<file path="src/rtl/sc1a_pkg.sv">
// Types, scan codes and translation tables for the scan code set 1 translator.
package sc1a_pkg;

  // Special scan bytes
  localparam logic [7:0] SC_PREFIX  = 8'hE0;
  localparam logic [7:0] SC_BREAK   = 8'h80;
  localparam logic [7:0] SC_UP      = 8'h48;
  localparam logic [7:0] SC_DOWN    = 8'h50;
  localparam logic [7:0] SC_LEFT    = 8'h4B;
  localparam logic [7:0] SC_RIGHT   = 8'h4D;
  localparam logic [7:0] SC_SHIFT_L = 8'h2A;
  localparam logic [7:0] SC_SHIFT_R = 8'h36;
  localparam logic [7:0] SC_CTRL    = 8'h1D;
  localparam logic [7:0] SC_CAPS    = 8'h3A;

  localparam logic [7:0] TABLE_LEN     = 8'd89;
  localparam logic [7:0] LET_A         = 8'h61;
  localparam logic [7:0] LET_Z         = 8'h7A;
  localparam logic [7:0] CTRL_DROP_MAX = 8'd4;

  localparam logic [7:0] ARROW_UP_RST    = 8'd1;
  localparam logic [7:0] ARROW_DOWN_RST  = 8'd2;
  localparam logic [7:0] ARROW_LEFT_RST  = 8'd3;
  localparam logic [7:0] ARROW_RIGHT_RST = 8'd4;

  localparam int unsigned APB_AW = 4;
  localparam int unsigned APB_DW = 32;

  typedef enum logic [1:0] {
    REG_ARROW_UP    = 2'd0,
    REG_ARROW_DOWN  = 2'd1,
    REG_ARROW_LEFT  = 2'd2,
    REG_ARROW_RIGHT = 2'd3
  } reg_idx_t;

  typedef struct packed {
    logic [7:0] up;
    logic [7:0] down;
    logic [7:0] left;
    logic [7:0] right;
  } arrow_codes_t;

  typedef struct packed {
    logic       emit;
    logic [7:0] code;
  } xlate_res_t;

  function automatic logic [7:0] plain_map(input logic [6:0] idx);
    logic [7:0] ch;
    ch = 8'h00;
    case (idx)
      7'h02: ch = "1";   7'h03: ch = "2";   7'h04: ch = "3";   7'h05: ch = "4";
      7'h06: ch = "5";   7'h07: ch = "6";   7'h08: ch = "7";   7'h09: ch = "8";
      7'h0A: ch = "9";   7'h0B: ch = "0";   7'h0C: ch = "-";   7'h0D: ch = "=";
      7'h0E: ch = 8'h08; 7'h0F: ch = 8'h09;
      7'h10: ch = "q";   7'h11: ch = "w";   7'h12: ch = "e";   7'h13: ch = "r";
      7'h14: ch = "t";   7'h15: ch = "y";   7'h16: ch = "u";   7'h17: ch = "i";
      7'h18: ch = "o";   7'h19: ch = "p";   7'h1A: ch = "[";   7'h1B: ch = "]";
      7'h1C: ch = 8'h0A;
      7'h1E: ch = "a";   7'h1F: ch = "s";   7'h20: ch = "d";   7'h21: ch = "f";
      7'h22: ch = "g";   7'h23: ch = "h";   7'h24: ch = "j";   7'h25: ch = "k";
      7'h26: ch = "l";   7'h27: ch = ";";   7'h28: ch = 8'h27; 7'h29: ch = 8'h60;
      7'h2B: ch = 8'h5C;
      7'h2C: ch = "z";   7'h2D: ch = "x";   7'h2E: ch = "c";   7'h2F: ch = "v";
      7'h30: ch = "b";   7'h31: ch = "n";   7'h32: ch = "m";   7'h33: ch = ",";
      7'h34: ch = ".";   7'h35: ch = "/";   7'h37: ch = "*";   7'h39: ch = " ";
      7'h47: ch = "7";   7'h48: ch = "8";   7'h49: ch = "9";   7'h4A: ch = "-";
      7'h4B: ch = "4";   7'h4C: ch = "5";   7'h4D: ch = "6";   7'h4E: ch = "+";
      7'h4F: ch = "1";   7'h50: ch = "2";   7'h51: ch = "3";   7'h52: ch = "0";
      7'h53: ch = ".";
      default: ch = 8'h00;
    endcase
    return ch;
  endfunction

  function automatic logic [7:0] upper_map(input logic [6:0] idx);
    logic [7:0] ch;
    ch = 8'h00;
    case (idx)
      7'h02: ch = "!";   7'h03: ch = "@";   7'h04: ch = "#";   7'h05: ch = "$";
      7'h06: ch = "%";   7'h07: ch = "^";   7'h08: ch = "&";   7'h09: ch = "*";
      7'h0A: ch = "(";   7'h0B: ch = ")";   7'h0C: ch = "_";   7'h0D: ch = "+";
      7'h0E: ch = 8'h08; 7'h0F: ch = 8'h09;
      7'h10: ch = "Q";   7'h11: ch = "W";   7'h12: ch = "E";   7'h13: ch = "R";
      7'h14: ch = "T";   7'h15: ch = "Y";   7'h16: ch = "U";   7'h17: ch = "I";
      7'h18: ch = "O";   7'h19: ch = "P";   7'h1A: ch = "{";   7'h1B: ch = "}";
      7'h1C: ch = 8'h0A;
      7'h1E: ch = "A";   7'h1F: ch = "S";   7'h20: ch = "D";   7'h21: ch = "F";
      7'h22: ch = "G";   7'h23: ch = "H";   7'h24: ch = "J";   7'h25: ch = "K";
      7'h26: ch = "L";   7'h27: ch = ":";   7'h28: ch = 8'h22; 7'h29: ch = "~";
      7'h2B: ch = "|";
      7'h2C: ch = "Z";   7'h2D: ch = "X";   7'h2E: ch = "C";   7'h2F: ch = "V";
      7'h30: ch = "B";   7'h31: ch = "N";   7'h32: ch = "M";   7'h33: ch = "<";
      7'h34: ch = ">";   7'h35: ch = "?";   7'h37: ch = "*";   7'h39: ch = " ";
      7'h47: ch = "7";   7'h48: ch = "8";   7'h49: ch = "9";   7'h4A: ch = "-";
      7'h4B: ch = "4";   7'h4C: ch = "5";   7'h4D: ch = "6";   7'h4E: ch = "+";
      7'h4F: ch = "1";   7'h50: ch = "2";   7'h51: ch = "3";   7'h52: ch = "0";
      7'h53: ch = ".";
      default: ch = 8'h00;
    endcase
    return ch;
  endfunction

endpackage

</file>
<file path="src/rtl/scan_code_set1_to_ascii.sv">
// Top level of the scan code set 1 to ASCII translator.
// Translates one scan code set 1 byte per input word into at most one character
// word (US layout), tracking shift, left ctrl, caps lock and the extended prefix.
// A byte is registered on acceptance, then decoded and applied to the modifier
// flags, and its character, if any, is registered into the result register that
// drives out_valid. The single decode stage between the input and result
// registers sustains one byte per clock unless a character waits on a held
// result register; in_stall rises only while a character is pending and the
// result register is held by out_stall. The arrow codes sit at byte addresses
// 0, 4, 8 and 12 of the APB port.
module scan_code_set1_to_ascii (
  input  logic                        clk,
  input  logic                        rst_n,
  input  logic                        in_valid,
  output logic                        in_stall,
  input  logic [7:0]                  in_scan_byte,
  output logic                        out_valid,
  input  logic                        out_stall,
  output logic [7:0]                  out_char_code,
  input  logic                        psel,
  input  logic                        penable,
  input  logic                        pwrite,
  input  logic [sc1a_pkg::APB_AW-1:0] paddr,
  input  logic [sc1a_pkg::APB_DW-1:0] pwdata,
  output logic [sc1a_pkg::APB_DW-1:0] prdata,
  output logic                        pready
);
  import sc1a_pkg::*;

  arrow_codes_t arrows;
  xlate_res_t   res;

  logic       s1_valid_r;
  logic [7:0] s1_byte_r;
  logic       out_valid_r;
  logic [7:0] out_code_r;
  logic       out_free, s1_go, s1_load;

  assign pready = 1'b1;

  sc1a_regs u_regs (
    .clk     (clk),
    .rst_n   (rst_n),
    .psel    (psel),
    .penable (penable),
    .pwrite  (pwrite),
    .paddr   (paddr),
    .pwdata  (pwdata),
    .prdata  (prdata),
    .arrows  (arrows)
  );

  sc1a_xlate u_xlate (
    .clk       (clk),
    .rst_n     (rst_n),
    .fire      (s1_go),
    .scan_byte (s1_byte_r),
    .arrows    (arrows),
    .res       (res)
  );

  // A byte without a character retires even while the result register is held.
  assign out_free = !out_valid_r || !out_stall;
  assign s1_go    = s1_valid_r && (!res.emit || out_free);
  assign s1_load  = !s1_valid_r || s1_go;
  assign in_stall = !s1_load;

  always_ff @(posedge clk) begin
    if (!rst_n) begin
      s1_valid_r <= 1'b0;
    end else if (s1_load) begin
      s1_valid_r <= in_valid;
    end
  end

  always_ff @(posedge clk) begin
    if (s1_load && in_valid) begin
      s1_byte_r <= in_scan_byte;
    end
  end

  always_ff @(posedge clk) begin
    if (!rst_n) begin
      out_valid_r <= 1'b0;
    end else if (s1_go && res.emit) begin
      out_valid_r <= 1'b1;
    end else if (!out_stall) begin
      out_valid_r <= 1'b0;
    end
  end

  always_ff @(posedge clk) begin
    if (s1_go && res.emit) begin
      out_code_r <= res.code;
    end
  end

  assign out_valid     = out_valid_r;
  assign out_char_code = out_code_r;

endmodule

</file>
<file path="src/rtl/sc1a_regs.sv">
// APB register file holding the four arrow key codes.
module sc1a_regs (
  input  logic                        clk,
  input  logic                        rst_n,
  input  logic                        psel,
  input  logic                        penable,
  input  logic                        pwrite,
  input  logic [sc1a_pkg::APB_AW-1:0] paddr,
  input  logic [sc1a_pkg::APB_DW-1:0] pwdata,
  output logic [sc1a_pkg::APB_DW-1:0] prdata,
  output sc1a_pkg::arrow_codes_t      arrows
);
  import sc1a_pkg::*;

  arrow_codes_t arrows_r;
  reg_idx_t     idx;
  logic         wr_en;
  logic [7:0]   rd_byte;

  assign idx   = reg_idx_t'(paddr[APB_AW-1:2]);
  assign wr_en = psel && penable && pwrite;

  always_ff @(posedge clk) begin
    if (!rst_n) begin
      arrows_r.up    <= ARROW_UP_RST;
      arrows_r.down  <= ARROW_DOWN_RST;
      arrows_r.left  <= ARROW_LEFT_RST;
      arrows_r.right <= ARROW_RIGHT_RST;
    end else if (wr_en) begin
      case (idx)
        REG_ARROW_UP:    arrows_r.up    <= pwdata[7:0];
        REG_ARROW_DOWN:  arrows_r.down  <= pwdata[7:0];
        REG_ARROW_LEFT:  arrows_r.left  <= pwdata[7:0];
        REG_ARROW_RIGHT: arrows_r.right <= pwdata[7:0];
        default: ;
      endcase
    end
  end

  always_comb begin
    case (idx)
      REG_ARROW_UP:    rd_byte = arrows_r.up;
      REG_ARROW_DOWN:  rd_byte = arrows_r.down;
      REG_ARROW_LEFT:  rd_byte = arrows_r.left;
      REG_ARROW_RIGHT: rd_byte = arrows_r.right;
      default:         rd_byte = 8'h00;
    endcase
  end

  assign prdata = {{(APB_DW-8){1'b0}}, rd_byte};
  assign arrows = arrows_r;

endmodule

</file>
<file path="src/rtl/sc1a_xlate.sv">
// Modifier flags and single-byte translation to a character code.
module sc1a_xlate (
  input  logic                   clk,
  input  logic                   rst_n,
  input  logic                   fire,
  input  logic [7:0]             scan_byte,
  input  sc1a_pkg::arrow_codes_t arrows,
  output sc1a_pkg::xlate_res_t   res
);
  import sc1a_pkg::*;

  logic shift_r, shift_nxt;
  logic ctrl_r, ctrl_nxt;
  logic caps_r, caps_nxt;
  logic prefix_r, prefix_nxt;

  logic [7:0] lo_ch, hi_ch, ch, ctrl_ch;
  logic       letter, upper;

  assign lo_ch   = plain_map(scan_byte[6:0]);
  assign hi_ch   = upper_map(scan_byte[6:0]);
  assign letter  = (lo_ch >= LET_A) && (lo_ch <= LET_Z);
  assign upper   = letter ? (shift_r ^ caps_r) : shift_r;
  assign ch      = upper ? hi_ch : lo_ch;
  assign ctrl_ch = lo_ch - LET_A + 8'd1;

  always_comb begin
    shift_nxt  = shift_r;
    ctrl_nxt   = ctrl_r;
    caps_nxt   = caps_r;
    prefix_nxt = prefix_r;
    res.emit   = 1'b0;
    res.code   = 8'h00;
    if (scan_byte == SC_PREFIX) begin
      prefix_nxt = 1'b1;
    end else if (prefix_r) begin
      // extended code: only the arrow makes produce a word
      prefix_nxt = 1'b0;
      case (scan_byte)
        SC_UP: begin
          res.emit = 1'b1;
          res.code = arrows.up;
        end
        SC_DOWN: begin
          res.emit = 1'b1;
          res.code = arrows.down;
        end
        SC_LEFT: begin
          res.emit = 1'b1;
          res.code = arrows.left;
        end
        SC_RIGHT: begin
          res.emit = 1'b1;
          res.code = arrows.right;
        end
        default: ;
      endcase
    end else if (scan_byte == (SC_SHIFT_L | SC_BREAK) ||
                 scan_byte == (SC_SHIFT_R | SC_BREAK)) begin
      shift_nxt = 1'b0;
    end else if (scan_byte == (SC_CTRL | SC_BREAK)) begin
      ctrl_nxt = 1'b0;
    end else if (scan_byte[7]) begin
      // drop other releases
    end else if (scan_byte == SC_SHIFT_L || scan_byte == SC_SHIFT_R) begin
      shift_nxt = 1'b1;
    end else if (scan_byte == SC_CTRL) begin
      ctrl_nxt = 1'b1;
    end else if (scan_byte == SC_CAPS) begin
      caps_nxt = !caps_r;
    end else if (scan_byte < TABLE_LEN && ch != 8'h00) begin
      if (ctrl_r && letter) begin
        // ctrl-a through ctrl-d are dropped
        if (ctrl_ch > CTRL_DROP_MAX) begin
          res.emit = 1'b1;
          res.code = ctrl_ch;
        end
      end else begin
        res.emit = 1'b1;
        res.code = ch;
      end
    end
  end

  always_ff @(posedge clk) begin
    if (!rst_n) begin
      shift_r  <= 1'b0;
      ctrl_r   <= 1'b0;
      caps_r   <= 1'b0;
      prefix_r <= 1'b0;
    end else if (fire) begin
      shift_r  <= shift_nxt;
      ctrl_r   <= ctrl_nxt;
      caps_r   <= caps_nxt;
      prefix_r <= prefix_nxt;
    end
  end

endmodule

</file>
<file path="config.mk">
export PLATFORM = sky130hd
export DESIGN_NAME = scan_code_set1_to_ascii
export DESIGN_NICKNAME = d
export VERILOG_FILES = /design/src/rtl/sc1a_pkg.sv /design/src/rtl/scan_code_set1_to_ascii.sv /design/src/rtl/sc1a_regs.sv /design/src/rtl/sc1a_xlate.sv
export SDC_FILE = /design/constraint.sdc
export NUM_CORES = 1
export LEC_CHECK = 0
export BUFFER_PORTS_ARGS = -buffer_cell sky130_fd_sc_hd__buf_2
export CAP_MARGIN = 20
export CORE_ASPECT_RATIO = 0.9
export CORE_MARGIN = 2
export CORE_UTILIZATION = 35
export CTS_BUF_LIST = sky130_fd_sc_hd__clkbuf_2
export CTS_CLUSTER_SIZE = 25
export DETAILED_ROUTE_END_ITERATION = 16
export GPL_TIMING_DRIVEN = 0
export PLACE_DENSITY_LB_ADDON = 0.05
export SETUP_SLACK_MARGIN = 0.4
export SLEW_MARGIN = 30
export SYNTH_ARGS = -nofsm -noshare
export SYNTH_HDL_FRONTEND = slang
export SYNTH_SLANG_ARGS = --single-unit
</file>
<file path="constraint.sdc">
create_clock -name clk -period 5.55 [get_ports clk]
set_input_delay 0.8325 -clock clk [delete_from_list [all_inputs] [get_ports clk]]
set_output_delay 0.8325 -clock clk [all_outputs]
set_load 0.03 [all_outputs]
</file>
Word level (Yosys, flattened, before mapping)
Memory sizes are Yosys's and may differ from the RTL's. A register that Yosys moved wholly into a read port is not among the register bits.
Index checks and enable logic that the tools add are counted.
{"block": "op_classes", "add_sub_neg": 2, "magnitude_cmp": 4, "eq_ne": 20, "muxes": 28, "bitwise": 8, "reduce_logical": 30}
{"operator": "$mux 9", "n": 11}
{"operator": "$pmux 9 s4", "n": 1}
{"operator": "$eq 8x7->1 const B", "n": 4}
{"operator": "$eq 8x8->1 const B", "n": 4}
{"operator": "$pmux 8 s4", "n": 1}
{"operator": "$eq 8x6->1 const B", "n": 3}
{"operator": "$mux 7", "n": 2}
{"operator": "$mux 1", "n": 12}
{"operator": "$ne 2x1->1 const B", "n": 5}
{"operator": "$reduce_and 9->1", "n": 1}
{"operator": "$add 8x1->8 const B", "n": 1}
{"operator": "$eq 8x5->1 const B", "n": 1}
{"operator": "$ge 8x7->1 const B", "n": 1}
{"operator": "$gt 8x3->1 const B", "n": 1}
{"operator": "$le 8x7->1 const B", "n": 1}
{"operator": "$logic_and 1x1->1", "n": 8}
{"operator": "$lt 8x7->1 const B", "n": 1}
{"operator": "$mux 8", "n": 1}
{"operator": "$reduce_and 2->1", "n": 4}
{"operator": "$reduce_bool 8->1", "n": 1}
{"operator": "$sub 8x7->8 const B", "n": 1}
{"operator": "$not 1->1", "n": 7}
{"operator": "$reduce_and 7->1", "n": 1}
{"operator": "$logic_not 1->1", "n": 6}
{"operator": "7 further kinds", "n": 13}
{"block": "word_totals", "ff_bits": 54, "rom_bits": 1792, "inputBits": 51, "out_inout_bits": 43, "elab_cells": 106, "mem_count": 2}
{"memory": "(name not given)", "depth": 128, "word_bits": 7, "rd": 1, "rd_ports_with_merged_regs": 1, "wr": 0, "line_no": "sc1a_pkg.sv:79", "source": "case (idx)"}
{"memory": "(name not given)", "depth": 128, "word_bits": 7, "rd": 1, "rd_ports_with_merged_regs": 1, "wr": 0, "line_no": "sc1a_pkg.sv:51", "source": "case (idx)"}

Depth between registers and ports, before layout
Gate-level depths: netlist (run 1).
{"block": "depth", "ltp_word": 21, "ltp_mapped": 20, "mapped_depth_nobuf": 16}

Modules after synthesis
A second synthesis (run 1) with hierarchy kept.
{"block": "unflattened", "hier_cells": 540, "area_unflattened_um2": 4560.6}
{"mod": "sc1a_xlate", "instances": 1, "cells_each": 354, "area_per_inst_um2": 2348.5, "seq_area_each_um2": 80.1}
{"mod": "sc1a_regs", "instances": 1, "cells_each": 157, "area_per_inst_um2": 1625.3, "seq_area_each_um2": 640.6}
{"mod": "scan_code_set1_to_ascii", "instances": 1, "cells_each": 29, "area_per_inst_um2": 586.8, "seq_area_each_um2": 520.5}

Worst setup path after synthesis (run 1)
OpenSTA, ideal clock, no wires.
{"block": "synth_timing", "kind": "register to register", "start": "register, netlist name u_xlate.lo_ch[3]", "end": "register, netlist name u_xlate.hi_ch[0]", "setup_ns": 0.139, "arrival_ns": 4.218, "t_required_ns": 5.411, "slack_ns": 1.193, "stages_incl_launch_ff": 18, "path_buffers": 2, "synth_period_minus_slack_ns": 4.357, "path_cell_list": "dfxtp_1 -> or4_4 -> o221a_2 -> nor2b_1 -> or2_1 -> o21a_4 -> o21ai_4 -> inv_2 -> buf_2 -> buf_2 -> nand2_1 -> o21ai_0 -> ha_1 -> o41a_1 -> a21boi_0 -> o311ai_1 -> o221a_1 -> a31oi_1"}
{"block": "synth_via", "elab_chain_cells": 21, "elab_cells_between_ends": 28, "cone_classes": "add/sub: 2; order compare: 3; mux: 14; reduce/logical: 9"}
{"element": "parallel branches: the longest is 6 deep, another holds $sub 8x7->8"}
{"element": "$mux 9 (*)", "line_no": "sc1a_xlate.sv:71", "source": "end else if (scan_byte < TABLE_LEN && ch != 8'h00) begin"}
{"element": "$mux 9 (*)", "line_no": "sc1a_xlate.sv:69", "source": "end else if (scan_byte == SC_CAPS) begin"}
{"element": "$mux 9 (*)", "line_no": "sc1a_xlate.sv:67", "source": "end else if (scan_byte == SC_CTRL) begin"}
{"element": "$mux 9 (*)", "line_no": "sc1a_xlate.sv:65", "source": "end else if (scan_byte == SC_SHIFT_L || scan_byte == SC_SHIFT_R) begin"}
{"element": "$mux 9 (*)", "line_no": "sc1a_xlate.sv:63", "source": "end else if (scan_byte[7]) begin"}
{"element": "$mux 9 (*)", "line_no": "sc1a_xlate.sv:61", "source": "end else if (scan_byte == (SC_CTRL | SC_BREAK)) begin"}
{"element": "$mux 9 (*)", "line_no": "sc1a_xlate.sv:58", "source": "end else if (scan_byte == (SC_SHIFT_L | SC_BREAK) ||"}
{"element": "$mux 9 (*)", "line_no": "sc1a_xlate.sv:36", "source": "end else if (prefix_r) begin"}
{"element": "$mux 9 (*)", "line_no": "sc1a_xlate.sv:34", "source": "if (scan_byte == SC_PREFIX) begin"}
{"element": "$logic_not 1->1 (*)", "line_no": "scan_code_set1_to_ascii.sv:64", "source": "assign s1_go = s1_valid_r && (!res.emit || out_free);"}
{"element": "$logic_or 1x1->1 (*)", "line_no": "scan_code_set1_to_ascii.sv:64"}
{"element": "$logic_and 1x1->1 (*)", "line_no": "scan_code_set1_to_ascii.sv:64"}
{"element": "$logic_or 1x1->1 (*)", "line_no": "scan_code_set1_to_ascii.sv:65", "source": "assign s1_load = !s1_valid_r || s1_go;"}
{"element": "$logic_and 1x1->1 (*)", "line_no": "scan_code_set1_to_ascii.sv:77", "source": "if (s1_load && in_valid) begin"}
{"element": "$mux 7 (no line) (*)"}
Mark *: on every way between the ends.
A chain may end at the register's enable or synchronous reset.

Final worst setup path (run 1)
{"block": "layout_timing", "start": "register, netlist name u_xlate.lo_ch[3]", "end": "register, netlist name u_xlate.hi_ch[0]"}
{"block": "layout_via", "elab_chain_cells": 21, "elab_cells_between_ends": 28, "cone_classes": "add/sub: 2; order compare: 3; mux: 14; reduce/logical: 9"}
{"element": "parallel branches: the longest is 6 deep, another holds $sub 8x7->8"}
{"element": "$mux 9 (*)", "line_no": "sc1a_xlate.sv:71"}
{"element": "$mux 9 (*)", "line_no": "sc1a_xlate.sv:69"}
{"element": "$mux 9 (*)", "line_no": "sc1a_xlate.sv:67"}
{"element": "$mux 9 (*)", "line_no": "sc1a_xlate.sv:65"}
{"element": "$mux 9 (*)", "line_no": "sc1a_xlate.sv:63"}
{"element": "$mux 9 (*)", "line_no": "sc1a_xlate.sv:61"}
{"element": "$mux 9 (*)", "line_no": "sc1a_xlate.sv:58"}
{"element": "$mux 9 (*)", "line_no": "sc1a_xlate.sv:36"}
{"element": "$mux 9 (*)", "line_no": "sc1a_xlate.sv:34"}
{"element": "$logic_not 1->1 (*)", "line_no": "scan_code_set1_to_ascii.sv:64"}
{"element": "$logic_or 1x1->1 (*)", "line_no": "scan_code_set1_to_ascii.sv:64"}
{"element": "$logic_and 1x1->1 (*)", "line_no": "scan_code_set1_to_ascii.sv:64"}
{"element": "$logic_or 1x1->1 (*)", "line_no": "scan_code_set1_to_ascii.sv:65"}
{"element": "$logic_and 1x1->1 (*)", "line_no": "scan_code_set1_to_ascii.sv:77"}
{"element": "$mux 7 (no line) (*)"}
Marked as above.

==> results of run 1 <==
-- sequential cells by signal, indices dropped and copies added (netlist names), 7 cells and up --
signal         count
u_regs.arrows     32
u_xlate.lo_ch      7
u_xlate.hi_ch      7
out_char_code      8
s1_byte_r          8
-- per-layer routing --
| layer | global-route usage | up-vias | part of all wire |
|---|---|---|---|
| met1 | 0.3657 | 2661 | 0.47 |
| met4 | 0.05329 | 0 | 0.015 |
| met5 | 0 | - | 0 |
| met2 | 0.3520 | 327 | 0.42 |
| met3 | 0.06850 | 30 | 0.10 |
| li1 | - | 2505 | - |
-- worst max path at each step --
| stage | to | slack [ns] | depth (start not counted) |
|---|---|---|---|
| 6_report | u_xlate.hi_ch[0]$_DFF_P_ | 0.56 | 17 |
| 5_1_grt | u_xlate.lo_ch[0]$_DFF_P_ | 0.38 | 18 |
| 4_1_cts | u_xlate.hi_ch[0]$_DFF_P_ | 0.43 | 17 |
| 3_5_place_dp | u_xlate.lo_ch[4]$_DFF_P_ | -0.18 | 17 |
| 3_3_place_gp | u_xlate.lo_ch[4]$_DFF_P_ | -0.29 | 17 |
| 2_1_floorplan | u_xlate.hi_ch[0]$_DFF_P_ | 1.19 | 17 |
-- power by group --
group          switching (uW)  internal (uW)
clock network             181            193
registers                25.3            537
logic                     303            149
total                     509            878
-- stage by stage --
stage | hold WS, ns | power [uW] | setup TNS [ns]
floorplan | 0.4593 | 864.8 | 0
global placement | 0.4853 | 1005 | -0.8284
detailed placement | 0.4853 | 1000 | -0.1966
CTS | 0.4518 | 1377 | 0
global route | 0.4412 | 1447 | 0
finish | 0.5055 | 1387 | 0
-- cell families (layout without fill, tap and decap cells) --
| kind of cell | after synthesis | in the layout | share of synthesized area |
|---|---|---|---|
| buf+inv | 93 | 155 | 0.08784 |
| mux | 57 | 57 | 0.1249 |
| flops | 68 | 68 | 0.2833 |
| fa+ha+maj | 11 | 11 | 0.02563 |
| simple gates | 220 | 220 | 0.2095 |
| other cells | 2 | 25 | 0.001398 |
| xor+xnor | 5 | 5 | 0.009555 |
| compound gates | 185 | 185 | 0.2579 |
-- final cells by class --
type | count | area share
Buffer | 73 | 0.06537
Clock buffer | 9 | 0.007286
Clock inverter | 7 | 0.01862
Inverter | 20 | 0.01214
Multi-Input combinational cell | 503 | 0.5711
Sequential cell | 68 | 0.2461
Tap cell | 198 | 0.04007
Timing Repair Buffer | 46 | 0.03926
-- layout by cell type (no fill, tap or decap), types with 9 or more instances in the layout --
cell      Yosys  layout
nand2_1      59      59
buf_2        17      57
dfxtp_1      52      52
mux2i_1      49      48
nor2b_1      34      34
nor2_1       34      31
buf_4        25      30
conb_1        2      25
o21ai_0      25      23
clkbuf_1     25      22
a21oi_1      21      21
nor3_1       21      20
nand3_1      19      19
a22oi_1      19      19
inv_1        18      18
edfxtp_1     16      16
clkbuf_2      0      13
a31oi_1      11      11
a211oi_1     12      11
ha_1         11      11
nand2b_1      9       9
o22ai_1       9       9
a21o_1        9       9
-- timing repair --
item	in CTS	in global routing
endpoints found under the setup margin	13	10
resized for setup	8	8
pin swaps	0	3
setup buffers	0	4
hold buffers	0	0
hold endpoints to repair	0	0
-- critical path: cells and delay by family (launching register included) --
kind	cells	cell delay, ns
AO/OA/AOI/OAI	10	2.43
XOR/XNOR	1	0.41
adder cells (fa/ha/maj)	1	0.32
buffers and inverters	3	0.65
flip-flops	1	0.37
AND/OR/NAND/NOR	2	0.69
==> reports/metrics.sh, run 1 <==
RESULT_OF_THE_RUN='complete, no violations'
SYNTH.YOSYS.WARNINGS=0
GRT_START_MAX_NET_PINS=18
DP_HPWL_MM=15.23
SETUP.WORST_PATH.CLASS='register to register'
SYNTH_TOP_FLOP_CELL='dfxtp_1'
ROUTED-VIA-COUNT=5523
TIMING.SLEW.HEADROOM=0.3266
POSTROUTEANTENNANETS=0
VIAS_IN_THE_FIRST_GLOBAL_ROUTE=5114
CP_SLOWEST_CELL='or4_4'
SEQ_AREA_MM2=0.001521
CRITICAL_PATH.STARTPOINT_TYPE='register'
CRIT_ARRIVAL_NS=5.36
WORST-SLEW-PIN-TRANSITION_NS=1.005
FINAL_CORE_UTILIZATION=0.4157
HOLD_PATH.STARTPOINT='in_scan_byte[7]'
GRT_FIRST_PASS_WIRELENGTH_MM=30.26
PLACE_INST=904
PLACEDINSTANCEAREA_MM2=0.005933
REG2REG_DEPTH=17
GRT_USE_TOTAL=0.2457
HOLD_VIOLATIONS=0
POST_DRT_WL_PER_CELL_UM=21.77
WORST-ENDPOINT-REQUIRED_NS=5.92
CORE_REGION_AREA_MM2=0.01487
WORSTHOLDPATHCELLS=1
CLOCK_ROOT_BUFFER_MASTER='clkbuf_2'
DRT-VIAS-PER-INSTANCE=5.977
YOSYSUNIQUECELLTYPES=84
INSERTION_DELAY_NS=0.50
COUNT_OF_FLIP_FLOPS_WITH_A_BUILT_IN_ENABLE_AFTER_SYNTHESIS=16
FINCLKSKEW_NS=0.02881
INSERTEDDIODECOUNT=0
IR_DROP_uV=142.8
R2R_SETUP_SLACK_NS=0.56
SYN_AREA_PER_CELL_UM2=8.378
LAYOUT.CELL_AREA.NON_FILLER_MM2=0.006182
FLOORPLAN.INITIALDENSITY=0.3611
CRIT-REG2REG-LAUNCH='u_xlate.lo_ch[3]$_DFF_P_'
LAUNCH_POINT_OF_THE_CRITICAL_PATH='u_xlate.lo_ch[3]$_DFF_P_'
PERIOD_SHARE=0.8991
SYNTH_SEQ_AREA_SHARE=0.2833
ROWS=42
POWER_DENSITY_mW_PER_MM2=224.4
FILL_CELLS=1499
SYNTH.AREA.TOP_CELLS='dfxtp_1 19%, mux2i_1 9.1%, edfxtp_1 8.9%'
WORST_SLACK_NS=0.5600
CTS-BUFFERS-INSERTED=9
END_KIND='register'
PLACE_WS_NS=-0.1835
DETAILEDROUTE.FIRSTPASSITERATIONCOUNT=5
COUNT_OF_ENDPOINTS_FAILING_SETUP_IN_THE_FINAL_REPORT=0
DIE_HEIGHT_UM=121.5
ANTENNA_FOUND_INITIAL=0
NETLIST_INSTANCES=641
PORT_BUFFERS=41
DRC=0
CRIT_PATH_CELL_TRACE='or4_4, o221ai_2, xor2_2, o211ai_4, o21a_4, o21ai_4, inv_2, buf_2, clkbuf_4, nand2_1, o21ai_2, ha_1, o41a_1, a21boi_0, o311ai_2, o221a_1, a31oi_1'
TIMING.MAX_CAP.VIOLATIONS=0
SYNTH_AREA_MM2=0.005370
YS_SEQ_ELEMENTS=68
MAX_SLEW_VIOLATIONS=0
CLKSLEWWORSTSETUPHOLDPATHS_NS=0.18
IO_PINS=94
CRIT_PATH_MAX_FANOUT=17
MIN-DELAY-PATH-CLASS='input port to register'
SYNTH_TOP_AREA_SHARE=0.1938
SYNTH_COMMONEST_CELLS='59 x nand2_1, 52 x dfxtp_1, 49 x mux2i_1, 34 x nor2_1, 34 x nor2b_1'
MULTI_INPUT_AREA_MM2=0.003531
DIE_W_UM=134.6
PLACE.GP.CONGESTION=0.9517
POST-SYNTH-TOP-COUNT-CELL='nand2_1'
GRT.OVERFLOW.TOTAL=0
DESIGN.DIE.AREA_MM2=0.01635
STAGE_DELAY_OF_THE_SLOWEST_CELL_ON_THE_CRITICAL_PATH_NS=0.56
CLOCK_SINK_COUNT=68
DETAIL_ROUTE.ITER0.VIOLATIONS=756
MAXCLOCKFREQUENCY_MHz=200.4
GRT_SETUP_UNREPAIRED='yes'
REG_TO_REG_CRITICAL_PATH_ENDPOINT='u_xlate.hi_ch[0]$_DFF_P_'
FINAL.MIN_CLOCK_PERIOD_NS=4.990
STDCELL_COUNT=924
DRT_WL_TOTAL_MM=20.11
SYNTH.LARGEST_AREA_CELL='dfxtp_1'
ASR_FLOP_RATIO_SYNTH=0
ENDPOINT_WITH_THE_WORST_HOLD_SLACK='s1_byte_r[7]$_DFFE_PP_'
LAYOUT-DRIVE-GT1-SHARE=0.2052
CLOCK_TREE.BUFFER_DEPTH=2
SYNTHTOLAYOUTAREAGROWTH_PCT=15.12
POWER.STATIC_LEAKAGE_uW=0.002474
TRITONCTS_CLOCK_TREE='yes'
HTREEDEPTH=3
NNETSFINAL=783
(Power assumes the default switching activity.)
==> run 2, diff against run 1 <==
--- a/config.mk
+++ b/config.mk
@@ -11,7 +11,7 @@
 export CORE_MARGIN = 2
 export CORE_UTILIZATION = 35
 export CTS_BUF_LIST = sky130_fd_sc_hd__clkbuf_2
-export CTS_CLUSTER_SIZE = 25
+export CTS_CLUSTER_SIZE = 12
 export DETAILED_ROUTE_END_ITERATION = 16
 export GPL_TIMING_DRIVEN = 0
 export PLACE_DENSITY_LB_ADDON = 0.05
==> constraint.sdc (replaced) <==
create_clock -name clk -period 5.2 [get_ports clk]
set_input_delay 0.78 -clock clk [delete_from_list [all_inputs] [get_ports clk]]
set_output_delay 0.78 -clock clk [all_outputs]
set_load 0.03 [all_outputs]
==> reports/metrics.sh, run 2 (same netlist as run 1, synthesis figures left out) <==
DETAILEDROUTE.FIRSTPASSITERATIONCOUNT=5  # unchanged
STDCELL_COUNT=928  # +0.43%
MOSTFREQUENTLAYOUTCELLS='59 x nand2_1, 56 x buf_2, 52 x dfxtp_1, 48 x mux2i_1'
PORT_BUFFERS=41  # unchanged
CP_SLOWEST_CELL='or4_4'
HOLD_VIOLATIONS=0  # unchanged
RESULT_OF_THE_RUN='complete, no violations'
LAYOUT-DRIVE-GT1-SHARE=0.2123  # +0.007095
LAUNCH_POINT_OF_THE_CRITICAL_PATH='u_xlate.lo_ch[3]$_DFF_P_'
NNETSFINAL=787  # +0.51%
DIE_HEIGHT_UM=121.5  # unchanged
CLOCK_SINK_COUNT=68  # unchanged
MAXCLOCKFREQUENCY_MHz=214.2  # +6.9%
DRT_WL_TOTAL_MM=20.19  # +0.41%
PERIOD_SHARE=0.8977  # -0.001371
FLIP_FLOP_COUNT_OF_THE_LARGEST_REGISTER_ALL_COPIES_AND_WORDS_ADDED=32  # unchanged
GRT_SETUP_UNREPAIRED='no'
MAX_SLEW_VIOLATIONS=0  # unchanged
DRC=0  # unchanged
HOLD_PATH.STARTPOINT='in_scan_byte[7]'
WORST-ENDPOINT-REQUIRED_NS=5.56  # -0.36 ns
GRT_START_MAX_NET_PINS=18  # unchanged
PLACE.GP.CONGESTION=0.9517  # unchanged
FINCLKSKEW_NS=0.03089  # +0.002083 ns
MIN-DELAY-PATH-CLASS='input port to register'
REG2REG_DEPTH=16  # -1
CRITICAL_PATH.STARTPOINT_TYPE='register'
HOLDBUFCOUNTCTS=0  # unchanged
FLOORPLAN.INITIALDENSITY=0.3611  # unchanged
HTREEDEPTH=3  # unchanged
CRIT_PATH_CELL_TRACE='or4_4, o221a_2, nor2b_1, or2_1, o21a_4, o21ai_4, inv_2, clkbuf_4, mux2i_4, inv_1, ha_1, o41a_1, a21boi_0, o311ai_2, o221a_1, a31oi_1'
CLOCK_TREE.BUFFER_DEPTH=2  # unchanged
CORE_REGION_AREA_MM2=0.01487  # unchanged
POST_DRT_WL_PER_CELL_UM=21.76  # about the same
LAYOUT.CELL_AREA.NON_FILLER_MM2=0.006257  # +1.2%
SETUP.WORST_PATH.CLASS='register to register'
SYNTHTOLAYOUTAREAGROWTH_PCT=16.52
STAGE_DELAY_OF_THE_SLOWEST_CELL_ON_THE_CRITICAL_PATH_NS=0.56  # about the same
END_KIND='register'
POWER.STATIC_LEAKAGE_uW=0.002500  # +1.0%
TIMING.SLEW.HEADROOM=0.3672  # +0.04062
SEQ_AREA_MM2=0.001521  # unchanged
ROWS=42  # unchanged
CRIT-REG2REG-LAUNCH='u_xlate.lo_ch[3]$_DFF_P_'
FINAL.MIN_CLOCK_PERIOD_NS=4.668  # -0.3218 ns
IR_DROP_uV=152.7  # +7.0%
DIE_W_UM=134.6  # unchanged
CRIT_PATH_MAX_FANOUT=10  # -7
WORST-SLEW-PIN-TRANSITION_NS=0.9448  # -0.06065 ns
POWER_DENSITY_mW_PER_MM2=238.0  # +6.1%
ENDPOINT_WITH_THE_WORST_HOLD_SLACK='s1_byte_r[7]$_DFFE_PP_'
VIAS_IN_THE_FIRST_GLOBAL_ROUTE=5139  # +0.49%
ANTENNA_FOUND_INITIAL=0  # unchanged
PLACE_INST=904  # unchanged
DESIGN.DIE.AREA_MM2=0.01635  # unchanged
GRT_FIRST_PASS_WIRELENGTH_MM=30.53  # +0.89%
INSERTEDDIODECOUNT=0  # unchanged
WORSTHOLDPATHCELLS=1  # unchanged
INSERTION_DELAY_NS=0.50  # about the same
MULTI_INPUT_AREA_MM2=0.003563  # +0.92%
DRT-VIAS-PER-INSTANCE=5.962  # -0.25%
FILL_CELLS=1494  # -0.33%
TRITONCTS_CLOCK_TREE='yes'
POSTROUTEANTENNANETS=0  # unchanged
DP_HPWL_MM=15.23  # unchanged
DETAIL_ROUTE.ITER0.VIOLATIONS=651  # -14%
REG_TO_REG_CRITICAL_PATH_ENDPOINT='u_xlate.hi_ch[0]$_DFF_P_'
CLOCK_ROOT_BUFFER_MASTER='clkbuf_2'
R2R_SETUP_SLACK_NS=0.53  # -0.03 ns
GRT.OVERFLOW.TOTAL=0  # unchanged
TIMING.MAX_CAP.VIOLATIONS=0  # unchanged
LAYOUT_COMMONEST_CELL='nand2_1'
GRT_USE_TOTAL=0.2480  # +0.002294
IO_PINS=94  # unchanged
PLACEDINSTANCEAREA_MM2=0.005933  # unchanged
CLKSLEWWORSTSETUPHOLDPATHS_NS=0.18  # about the same
TIMING.SETUP.TNS_NS=0  # unchanged
COUNT_OF_ENDPOINTS_FAILING_SETUP_IN_THE_FINAL_REPORT=0  # unchanged
ROUTED-VIA-COUNT=5533  # +0.18%
CRIT_ARRIVAL_NS=5.03  # -0.33 ns
CTS-BUFFERS-INSERTED=9  # unchanged
==> run 2: through the flow <==
stage	setup WS (ns)	utilization	total power [uW]	hold slack, ns
floorplan	0.8432	-	923.0	0.4593
global placement	-0.6381	0.3974	1073	0.4853
detailed placement	-0.5335	0.3990	1067	0.4853
CTS	0.4079	0.4149	1472	0.3993
global route	0.3487	0.4207	1553	0.3887
finish	0.5318	0.4207	1489	0.4495
==> run 2: worst max path at each step <==
stage               slack [ns]                       end
finish                    0.53  u_xlate.hi_ch[0]$_DFF_P_
floorplan                 0.84  u_xlate.hi_ch[0]$_DFF_P_
global placement         -0.64  u_xlate.lo_ch[4]$_DFF_P_
detailed placement       -0.53  u_xlate.lo_ch[4]$_DFF_P_
global route              0.35  u_xlate.hi_ch[0]$_DFF_P_
CTS                       0.41  u_xlate.hi_ch[0]$_DFF_P_
==> run 2: timing repair <==
| item | in CTS | in global routing |
|---|---|---|
| pin swaps | 4 | 3 |
| setup endpoints to repair | 14 | 9 |
| resized for setup | 14 | 10 |
| buffers inserted | 3 | 5 |
==> run 2: worst max-delay path: cells and delay by family (launching register included) <==
family	cells	cell delay (ns)
fa+ha+maj	1	0.29
flops	1	0.37
compound gates	8	2.07
simple gates	3	1.01
mux	1	0.33
buf+inv	3	0.49
==> run 2: cell type report <==
class                   count  area share
clock inverters             7     0.01840
well taps                 198     0.03959
flip-flops and latches     68      0.2432
plain buffers              73     0.06599
inverters                  20     0.01260
multi-input cells         503      0.5695
repair buffers             50     0.04359
clock buffers               9    0.007199
==> run 2: where the power goes <==
| part | internal (uW) | switching (uW) | total, uW |
|---|---|---|---|
| Combinational | 164 | 326 | 490 |
| Sequential | 573 | 27.2 | 600 |
| Clock | 206 | 194 | 400 |
| Total | 942 | 547 | 1490 |
==> run 2: metal layers <==
metal | vias to the layer above | GRT usage | wire length (um)
li1 | 2511 | - | -
met3 | 26 | 0.06725 | 1981
met5 | - | 0 | 0
met2 | 334 | 0.3546 | 8471
met1 | 2662 | 0.3703 | 9460
met4 | 0 | 0.05526 | 279
